===== config.mk =====
export PLATFORM = sky130hd
export DESIGN_NAME = credit_limited_line_queue_core
export DESIGN_NICKNAME = d
export VERILOG_FILES = /design/src/sv/clq_pkg.sv /design/src/sv/credit_limited_line_queue_core.sv
export VERILOG_INCLUDE_DIRS = /design/src /design/src/sv
export SDC_FILE = /design/constraint.sdc
export NUM_CORES = 1
export LEC_CHECK = 0
export BUFFER_PORTS_ARGS = -buffer_cell sky130_fd_sc_hd__buf_2
export CAP_MARGIN = 20
export CORE_ASPECT_RATIO = 0.6
export CORE_MARGIN = 4
export CORE_UTILIZATION = 60
export DETAILED_ROUTE_END_ITERATION = 10
export GPL_TIMING_DRIVEN = 0
export PLACE_DENSITY_LB_ADDON = 0.2
export RECOVER_POWER = 100
export SKIP_CTS_REPAIR_TIMING = 1
export SLEW_MARGIN = 10
export SYNTH_ARGS = -nofsm -noshare
export SYNTH_HDL_FRONTEND = slang
export SYNTH_SLANG_ARGS = --single-unit

===== constraint.sdc =====
create_clock -name i_clk -period 8.72 [get_ports i_clk]
set_clock_uncertainty 0.2 [all_clocks]
set_input_delay 0.436 -clock i_clk [delete_from_list [all_inputs] [get_ports i_clk]]
set_output_delay 0.436 -clock i_clk [all_outputs]
set_load 0.01 [all_outputs]

===== src/sv/credit_limited_line_queue_core_assert.svh =====
`ifndef CREDIT_LIMITED_LINE_QUEUE_CORE_ASSERT_SVH
`define CREDIT_LIMITED_LINE_QUEUE_CORE_ASSERT_SVH

// Same-cycle implication, checked at every clock edge outside reset
`define CLQ_ASSERT_NOW(label, ante, cons) \
    label: assert property (@(posedge i_clk) disable iff (!i_rst_n) \
        (ante) |-> (cons)) else $error("clq assertion failed");

// Next-cycle implication, checked at every clock edge outside reset
`define CLQ_ASSERT_NEXT(label, ante, cons) \
    label: assert property (@(posedge i_clk) disable iff (!i_rst_n) \
        (ante) |=> (cons)) else $error("clq assertion failed");

`endif


===== src/sv/clq_pkg.sv =====
package clq_pkg;

    localparam int QUEUE_DEPTH        = 64;
    localparam int HANDLE_BITS        = 16;
    localparam int LINE_ID_W          = 16;
    localparam int MAX_RESULTS        = 64;
    localparam int IDX_W              = $clog2(QUEUE_DEPTH);
    localparam int CNT_W              = $clog2(QUEUE_DEPTH + 1);
    localparam int RES_W              = $clog2(MAX_RESULTS + 1);
    localparam int LIMIT_W            = 7;
    localparam int KIND_W             = 2;
    localparam int APB_ADDR_W         = 3;
    localparam int APB_DATA_W         = 32;

    typedef logic [HANDLE_BITS-1:0] t_handle;
    typedef logic [LINE_ID_W-1:0]   t_line_id;
    typedef logic [IDX_W-1:0]       t_idx;
    typedef logic [CNT_W-1:0]       t_cnt;
    typedef logic [RES_W-1:0]       t_res;
    typedef logic [LIMIT_W-1:0]     t_limit;
    typedef logic [KIND_W-1:0]      t_kind;

    localparam t_kind KIND_ADD   = 2'd0;
    localparam t_kind KIND_TICK  = 2'd1;
    localparam t_kind KIND_FLUSH = 2'd2;
    localparam t_kind KIND_ERASE = 2'd3;

    localparam t_limit RESET_CREDIT_LIMIT = 7'd5;

    // Register word index, taken from paddr[2]
    localparam logic REG_CREDIT_LIMIT = 1'b0;

endpackage


===== src/sv/credit_limited_line_queue_core.sv =====
// Credit-limited line queue. An add (kind 0) queues a line handle, dropping it
// when all 64 slots are full; an erase (kind 3) empties the queue; neither
// produces a transfer. A flush (kind 2) releases queued handles in order, one
// credit each, until the queue is empty or used credits reach credit_limit
// (APB register 0, reset 5); the last handle of the item carries o_last. A tick
// (kind 1) returns one credit when any is used and then flushes if handles
// wait. Handles live in a single-port synchronous RAM with a registered read,
// so each release issues the read and then loads the output register, and
// o_stall stays high for the whole flush, also while the output is stalled.
// The output register lets the next item be accepted while the final handle
// still waits to be taken.
module credit_limited_line_queue_core (
    input  logic                                i_clk,
    input  logic                                i_rst_n,
    input  logic                                i_valid,
    output logic                                o_stall,
    input  clq_pkg::t_kind                      i_kind,
    input  clq_pkg::t_line_id                   i_line_id,
    output logic                                o_valid,
    input  logic                                i_stall,
    output clq_pkg::t_line_id                   o_out_line_id,
    output logic                                o_last,
    input  logic                                psel,
    input  logic                                penable,
    input  logic                                pwrite,
    input  logic [clq_pkg::APB_ADDR_W-1:0]      paddr,
    input  logic [clq_pkg::APB_DATA_W-1:0]      pwdata,
    output logic [clq_pkg::APB_DATA_W-1:0]      prdata,
    output logic                                pready
);

`include "credit_limited_line_queue_core_assert.svh"

    localparam logic [1:0] ST_IDLE = 2'd0;
    localparam logic [1:0] ST_RD   = 2'd1;
    localparam logic [1:0] ST_WAIT = 2'd2;

    localparam clq_pkg::t_cnt FULL_CNT  = clq_pkg::t_cnt'(clq_pkg::QUEUE_DEPTH);
    localparam clq_pkg::t_idx LAST_SLOT = clq_pkg::t_idx'(clq_pkg::QUEUE_DEPTH - 1);
    localparam clq_pkg::t_res MAX_RES   = clq_pkg::t_res'(clq_pkg::MAX_RESULTS);

    clq_pkg::t_handle  r_store [clq_pkg::QUEUE_DEPTH];
    clq_pkg::t_handle  r_rd_data;

    logic [1:0]        r_state, n_state;
    clq_pkg::t_idx     r_head, n_head;
    clq_pkg::t_idx     r_tail, n_tail;
    clq_pkg::t_cnt     r_fill, n_fill;
    clq_pkg::t_limit   r_used, n_used;
    clq_pkg::t_limit   r_limit;
    clq_pkg::t_res     r_count, n_count;
    logic              r_last_pend, n_last_pend;
    logic              r_out_valid, n_out_valid;
    logic              r_out_last, n_out_last;
    clq_pkg::t_line_id r_out_id, n_out_id;

    logic              in_xfer;
    logic              out_xfer;
    logic              wr_en;
    logic              rd_en;
    logic              can_release;
    logic              cfg_wr;
    logic [clq_pkg::LIMIT_W:0] used_inc;

    assign in_xfer  = i_valid && !o_stall;
    assign out_xfer = r_out_valid && !i_stall;
    assign o_stall  = (r_state != ST_IDLE);
    assign o_valid  = r_out_valid;
    assign o_out_line_id = r_out_id;
    assign o_last   = r_out_last;
    assign pready   = 1'b1;
    assign cfg_wr   = psel && penable && pwrite;
    assign prdata   = (paddr[2] == clq_pkg::REG_CREDIT_LIMIT)
                    ? clq_pkg::APB_DATA_W'(r_limit) : '0;

    assign wr_en       = in_xfer && (i_kind == clq_pkg::KIND_ADD) && (r_fill != FULL_CNT);
    assign can_release = (r_fill != '0) && (r_used < r_limit) && (r_count != MAX_RES);
    assign rd_en       = (r_state == ST_RD) && can_release;
    assign used_inc    = {1'b0, r_used} + 1'b1;

    always_comb begin
        n_state     = r_state;
        n_head      = r_head;
        n_tail      = r_tail;
        n_fill      = r_fill;
        n_used      = r_used;
        n_count     = r_count;
        n_last_pend = r_last_pend;
        n_out_valid = out_xfer ? 1'b0 : r_out_valid;
        n_out_last  = r_out_last;
        n_out_id    = r_out_id;
        case (r_state)
            ST_IDLE: begin
                if (in_xfer) begin
                    n_count = '0;
                    case (i_kind)
                        clq_pkg::KIND_ADD: begin
                            if (wr_en) begin
                                n_tail = (r_tail == LAST_SLOT) ? '0 : r_tail + 1'b1;
                                n_fill = r_fill + 1'b1;
                            end
                        end
                        clq_pkg::KIND_TICK: begin
                            if (r_used != '0) begin
                                n_used = r_used - 1'b1;
                                if (r_fill != '0) begin
                                    n_state = ST_RD;
                                end
                            end
                        end
                        clq_pkg::KIND_FLUSH: begin
                            n_state = ST_RD;
                        end
                        default: begin
                            n_head = r_tail;
                            n_fill = '0;
                        end
                    endcase
                end
            end
            ST_RD: begin
                if (can_release) begin
                    n_head      = (r_head == LAST_SLOT) ? '0 : r_head + 1'b1;
                    n_fill      = r_fill - 1'b1;
                    n_used      = r_used + 1'b1;
                    n_count     = r_count + 1'b1;
                    n_last_pend = (r_fill == clq_pkg::t_cnt'(1))
                               || (used_inc >= {1'b0, r_limit})
                               || (r_count + 1'b1 == MAX_RES);
                    n_state     = ST_WAIT;
                end else begin
                    n_state = ST_IDLE;
                end
            end
            ST_WAIT: begin
                if (!r_out_valid || out_xfer) begin
                    n_out_valid = 1'b1;
                    n_out_id    = clq_pkg::t_line_id'(r_rd_data);
                    n_out_last  = r_last_pend;
                    n_state     = r_last_pend ? ST_IDLE : ST_RD;
                end
            end
            default: begin
                n_state = ST_IDLE;
            end
        endcase
    end

    always_ff @(posedge i_clk) begin
        if (!i_rst_n) begin
            r_state     <= ST_IDLE;
            r_head      <= '0;
            r_tail      <= '0;
            r_fill      <= '0;
            r_used      <= '0;
            r_count     <= '0;
            r_last_pend <= 1'b0;
            r_out_valid <= 1'b0;
            r_out_last  <= 1'b0;
            r_limit     <= clq_pkg::RESET_CREDIT_LIMIT;
        end else begin
            r_state     <= n_state;
            r_head      <= n_head;
            r_tail      <= n_tail;
            r_fill      <= n_fill;
            r_used      <= n_used;
            r_count     <= n_count;
            r_last_pend <= n_last_pend;
            r_out_valid <= n_out_valid;
            r_out_last  <= n_out_last;
            if (cfg_wr && paddr[2] == clq_pkg::REG_CREDIT_LIMIT) begin
                r_limit <= clq_pkg::t_limit'(pwdata);
            end
        end
    end

    always_ff @(posedge i_clk) begin
        r_out_id <= n_out_id;
    end

    always_ff @(posedge i_clk) begin
        if (wr_en) begin
            r_store[r_tail] <= clq_pkg::t_handle'(i_line_id);
        end
        if (rd_en) begin
            r_rd_data <= r_store[r_head];
        end
    end

    `CLQ_ASSERT_NOW(a_empty_ptrs, r_fill == '0, r_head == r_tail)
    `CLQ_ASSERT_NOW(a_partial_ptrs, (r_fill != '0) && (r_fill != FULL_CNT), r_head != r_tail)
    `CLQ_ASSERT_NOW(a_wait_has_credit, r_state == ST_WAIT, r_used != '0)
    `CLQ_ASSERT_NEXT(a_release_from_rd, rd_en, (r_state == ST_WAIT) && (r_count != '0))

endmodule

# After elaboration in Yosys (flattened, before gate mapping)
# Memories as Yosys holds them, arrays and structs flattened. A register that Yosys moved wholly into a read port is not among the register bits.
# Cells that the tools add are included.
[totals]
register_bits = 61
ram_bits = 1024
inputBits = 60
output_inout_bits = 52
wordCells = 109
mem_count = 1
[mem_list]
columns = ["memory", "depth", "word_bits", "rd", "rd_clocked_by_memory_dff", "write_ports", "line", "rtl"]
rows = [
  ["r_store", 64, 16, 1, 1, 1, "credit_limited_line_queue_core.sv:42", "clq_pkg::t_handle r_store [clq_pkg::QUEUE_DEPTH];"],
]
[classes]
add_sub_neg = 8
magnitude_cmp = 2
n_eq_ne = 21
n_mux = 33
bitwise_logic = 1
n_reduce_logical = 32
[ops]
columns = ["cell", "n"]
rows = [
  ["7-bit 2-to-1 mux", 10],
  ["7-bit case mux with 2 select lines", 4],
  ["6-bit 2-to-1 mux", 5],
  ["7-bit by 1-bit adder with 7-bit output, second input constant", 3],
  ["5-bit AND reduction", 3],
  ["7-bit inequality test, second input constant", 2],
  ["7-bit nonzero test", 2],
  ["7-bit by 1-bit subtractor with 7-bit output, second input constant", 2],
  ["6-bit by 1-bit adder with 6-bit output, second input constant", 2],
  ["6-bit equality test, second input constant", 2],
  ["2-bit inequality test, second input constant", 6],
  ["6-bit case mux with 2 select lines", 1],
  ["1-bit logical AND", 10],
  ["2-bit 2-to-1 mux", 5],
  ["3-bit inequality test, second input constant", 3],
  ["7-bit by 1-bit adder with 8-bit output, second input constant", 1],
  ["8-bit by 7-bit >= comparator with 1-bit output", 1],
  ["4-bit AND reduction", 2],
  ["7-bit by 1-bit equality test with 1-bit output, second input constant", 1],
  ["7-bit equality test, second input constant", 1],
  ["7-bit less-than comparator", 1],
  ["1-bit 2-to-1 mux", 6],
  ["2-bit case mux with 3 select lines", 1],
  ["2-bit by 1-bit equality test with 1-bit output, second input constant", 2],
  ["other kinds (13)", 21],
]

# Longest topological paths before layout
[depth]
ltp_word = 9
depth_mapped = 12
ltp_nobuf = 9

# Least setup slack after synthesis
# No wires, ideal clock.
[synth_path]
path_kind = "flip-flop to flip-flop"
from = "register r_fill[0]"
to = "memory r_store[27][0] (netlist name), enable pin"
t_arrival_ps = 2492
slack_ps = 5639
path_stages_with_launch = 10
period_less_slack_ps = 3081
path_cell_list = "dfxtp_1 > inv_1 > ha_1 > nand2b_1 > nor4b_2 > nor2_2 > nand3_1 > or2_2 > buf_2 > nor2_1"
[synth_between]
elab_chain_cells = 4
[synth_rtl]
columns = ["element", "line", "rtl"]
rows = [
  ["start, declared", "credit_limited_line_queue_core.sv:48", "clq_pkg::t_cnt r_fill, n_fill;"],
  ["start signal, assigned", "credit_limited_line_queue_core.sv:165", "r_fill <= n_fill;"],
  ["7-bit inequality test", "credit_limited_line_queue_core.sv:76", "assign wr_en = in_xfer && (i_kind == clq_pkg::KIND_ADD) && (r_fill != FULL_CNT);"],
  ["1-bit logical AND", "credit_limited_line_queue_core.sv:76", ""],
  ["1-bit 2-to-1 mux", "credit_limited_line_queue_core.sv:182", "if (wr_en) begin"],
  ["1-bit 2-to-1 mux (not written as such)", "credit_limited_line_queue_core.sv:183", "r_store[r_tail] <= clq_pkg::t_handle'(i_line_id);"],
  ["end, declared", "credit_limited_line_queue_core.sv:42", ""],
]
# Every way passes these cells.

==> metrics.md <==
| Metric | Value |
|---|---|
| Drt pass-1 iters | 7 |
| Worst hold slack | around 0.19 ns |
| Failing checks | max-capacitance violations, max-slew violations |
| Area of the multi-input gates | 9720 um2 |
| Clk_lat worst skew | about 0.66 ns |
| Register area | approximately 33000 um2 |
| Tmin final | 4.69 ns |
| DR vias | between 20000 and 25000 |
| Area growth, synth to finish | 11.2% |
| Post-route setup TNS | 0 ns |
| Status | finished with violations |
| Synth Warn # | 0 |
| Synth cell types | between 60 and 70 |
| Clk slew on worst S/H paths | roughly 0.07 ns |
| WP data required | approximately 9 ns |
| Mapped Area | approximately 43000 um2 |
| RePlAce Congestion | 0.958 |
| IO Port Bufs | 58 |
| Nets | roughly 2500 |
| GRT Util Overall | 0.283 |
| Worst-path maximum fanout | 10 |
| Fin cells | 3419 |
| Full die area | about 76000 um2 |
| Cells after DPL | between 3000 and 4000 |
| Cell repeated most along the worst path | clkbuf_1 |
| Largest net degree at the start of global routing | between 60 and 70 |
| Final period util | 0.538 |
| Drt drc | 0 |
| Final Max Slew Viols | approximately 800 |
| Worst Setup End Kind | register |
| Core Area | about 70000 um2 |
| H-tree levels | 3 |
| DP Area | roughly 46000 um2 |
| Die H | 216 um |
| Post-DR wirelength/cell | around 32 um |
| Vias in the first global route | 22228 |
| Clock Root Buffer | clkbuf_16 |
| Fin area | around 48000 um2 |
| Synthesized instance count | around 2100 |
| Drt total wl | roughly 110000 um |
| Starting density of the core | 0.611 |
| Clock Path Buffers | 3 |
| First-pass GRT wire length | 155000 um |
| Hpwl dp | 72100 um |
| Layout cells sized above 1 | 0.193 |
| Crit path cell chain | clkbuf_1 -> clkbuf_1 -> clkbuf_1 -> mux4_2 -> a221oi_1 -> o221ai_1 |
| Asr flop ratio synth | 0 |
| Pwr Total | a little over 10 mW |
| Main flop type after synthesis | edfxtp_1 |
| DRT iter0 DRCs | ~3400 |
| Initial antenna violation count | 2 |
| GRT Residual Overflow | 0 |
| Number of flops mapped to enable cells by yosys | 1056 |
| Site Rows | between 70 and 80 |
| IO Pins | roughly 110 |
| Slowest stage delay, CP | 0.95 ns |
| Die width | approximately 350 um |
| CP max stage cell | clkbuf_1 |
| Critical Path Start Type | register |
| FILL cells | 4484 |
| Num CTS Buffers | 93 |
| Final hold vios | 0 |
| Power Dens Cells | 215 nW/um2 |
| Critical Setup Path Class | register to register |
| Leak | between 10 and 15 nW |
| Number of antenna-violating nets in the routed design | 0 |
| Register area share after synthesis | 0.756 |
| Worst-Margin Slew | between 3 and 4 ns |
| FMAX | between 0.2 and 0.25 GHz |
| CP Data Arrival Time | 4.83 ns |
| Worst hold path type | input pin to register |
| Post-DR vias/cell | between 6 and 7 |
| Clock sink count | between 1000 and 1500 |
| Max cap viols | 18 |
| Syn avg cell area | roughly 20 um2 |
| Maximum vdd drop | between 0.0002 and 0.00025 V |
| RSZ-0062 raised after global routing | false |
| Setup violators final | 0 |
| CTS tree | done |
| #FFs+latches synth | 1101 |
| Slew HR | -1.27 |
## per-stage QoR
stage               setup WS [ns]   util
detailed placement           4.42  0.654
global placement             4.49  0.634
finish                       4.03  0.680
floorplan                    5.64      -
global route                 4.00  0.679
CTS                          4.42  0.695
## cell usage in the layout, fill, tap and decap left out, types with 14 or more instances in the layout
cell type	instances
clkinv_2	14
a21oi_1	29
edfxtp_1	1056
a22oi_1	81
inv_1	25
buf_1	16
clkbuf_16	97
a22o_1	32
nor2_1	113
dfxtp_1	45
clkbuf_1	218
nand2_1	73
o21ai_0	23
buf_4	34
mux2i_1	15
mux4_2	256
a221oi_1	34
o221ai_1	17
buf_2	32
clkinv_1	18
nand3_1	17
conb_1	26
ha_1	32
## cells by family (layout without fill, tap and decap cells)
| kind of cell | Yosys count | count (layout) | share of synthesized area |
|---|---|---|---|
| AO/OA/AOI/OAI | 255 | 255 | 0.0453 |
| XOR/XNOR | 15 | 15 | 0.00305 |
| adder cells (fa/ha/maj) | 33 | 33 | 0.00975 |
| buffers and inverters | 168 | 489 | 0.0197 |
| flip-flops | 1101 | 1101 | 0.756 |
| multiplexers | 271 | 271 | 0.137 |
| other | 2 | 28 | 0.000174 |
| AND/OR/NAND/NOR | 265 | 265 | 0.0288 |
## area by class of cell
class / count / share of cell area
well taps: 962 / 0.0251
clock buffers: 128 / 0.0539
multi-input cells: 865 / 0.203
repair buffers: 150 / 0.0139
diodes: 2 / 0.000104
inverters: 26 / 0.00204
plain buffers: 142 / 0.0153
clock inverters: 43 / 0.00697
flip-flops and latches: 1101 / 0.680
## state kept, by name, summed over array words and instances, names as in the netlist, 2 cells and up
| signal | cells |
|---|---|
| o_out_line_id | 16 |
| r_count | 7 |
| r_fill | 7 |
| r_head | 6 |
| r_limit | 7 |
| r_rd_data | 16 |
| r_state | 2 |
| r_store | 1024 |
| r_tail | 6 |
| r_used | 7 |
## worst paths after layout
check / start / to / slack, ns / cells past startpoint
max reg2reg: r_head[1]$_SDFFE_PN0P_ / r_rd_data[15]$_DFFE_PP_ / 4.03 / 6
min reg2reg: r_rd_data[1]$_DFFE_PP_ / o_out_line_id[1]$_DFFE_PP_ / 0.22 / 0
max: r_head[1]$_SDFFE_PN0P_ / r_rd_data[15]$_DFFE_PP_ / 4.03 / 6
min: i_kind[0] / r_state[0]$_SDFFE_PN0P_ / 0.19 / 5
## report_power, final
part	internal, mW	switching [mW]
clock	2.20	1.84
sequential	5.81	0.0212
combinational	0.156	0.298
total	8.16	2.16
## worst max-delay path, delay by kind of cell, from the launching register on
family	cells	cell delay, ns
mux	1	0.45
compound gates	2	1.23
flops	1	0.35
buf+inv	3	2.12
## Yosys cell counts (all sizes together), types with 15 or more instances
| cell type | instances | area [um2] |
|---|---|---|
| a21oi | 30 | 165 |
| mux2i | 15 | 150 |
| ha | 32 | 400 |
| a22o | 32 | 280 |
| nand3 | 17 | 90.1 |
| nor2 | 115 | 437 |
| edfxtp | 1056 | 31700 |
| clkbuf | 60 | 225 |
| mux4 | 256 | 5770 |
| inv | 25 | 93.8 |
| nand2 | 73 | 274 |
| a22oi | 81 | 608 |
| o221ai | 17 | 149 |
| dfxtp | 45 | 901 |
| o21ai | 26 | 134 |
| buf | 82 | 527 |
| a221oi | 34 | 298 |
## metal layers
metal | vias up | wire, um | share of wire | global-route usage
met1 | 11965 | 43600 | 0.40 | 0.442
met5 | - | 85 | 0.00079 | 0
li1 | 9266 | - | - | -
met4 | 2 | 2960 | 0.027 | 0.0683
met3 | 182 | 15200 | 0.14 | 0.0990
met2 | 1504 | 46300 | 0.43 | 0.388
(Power assumes the default switching activity.)
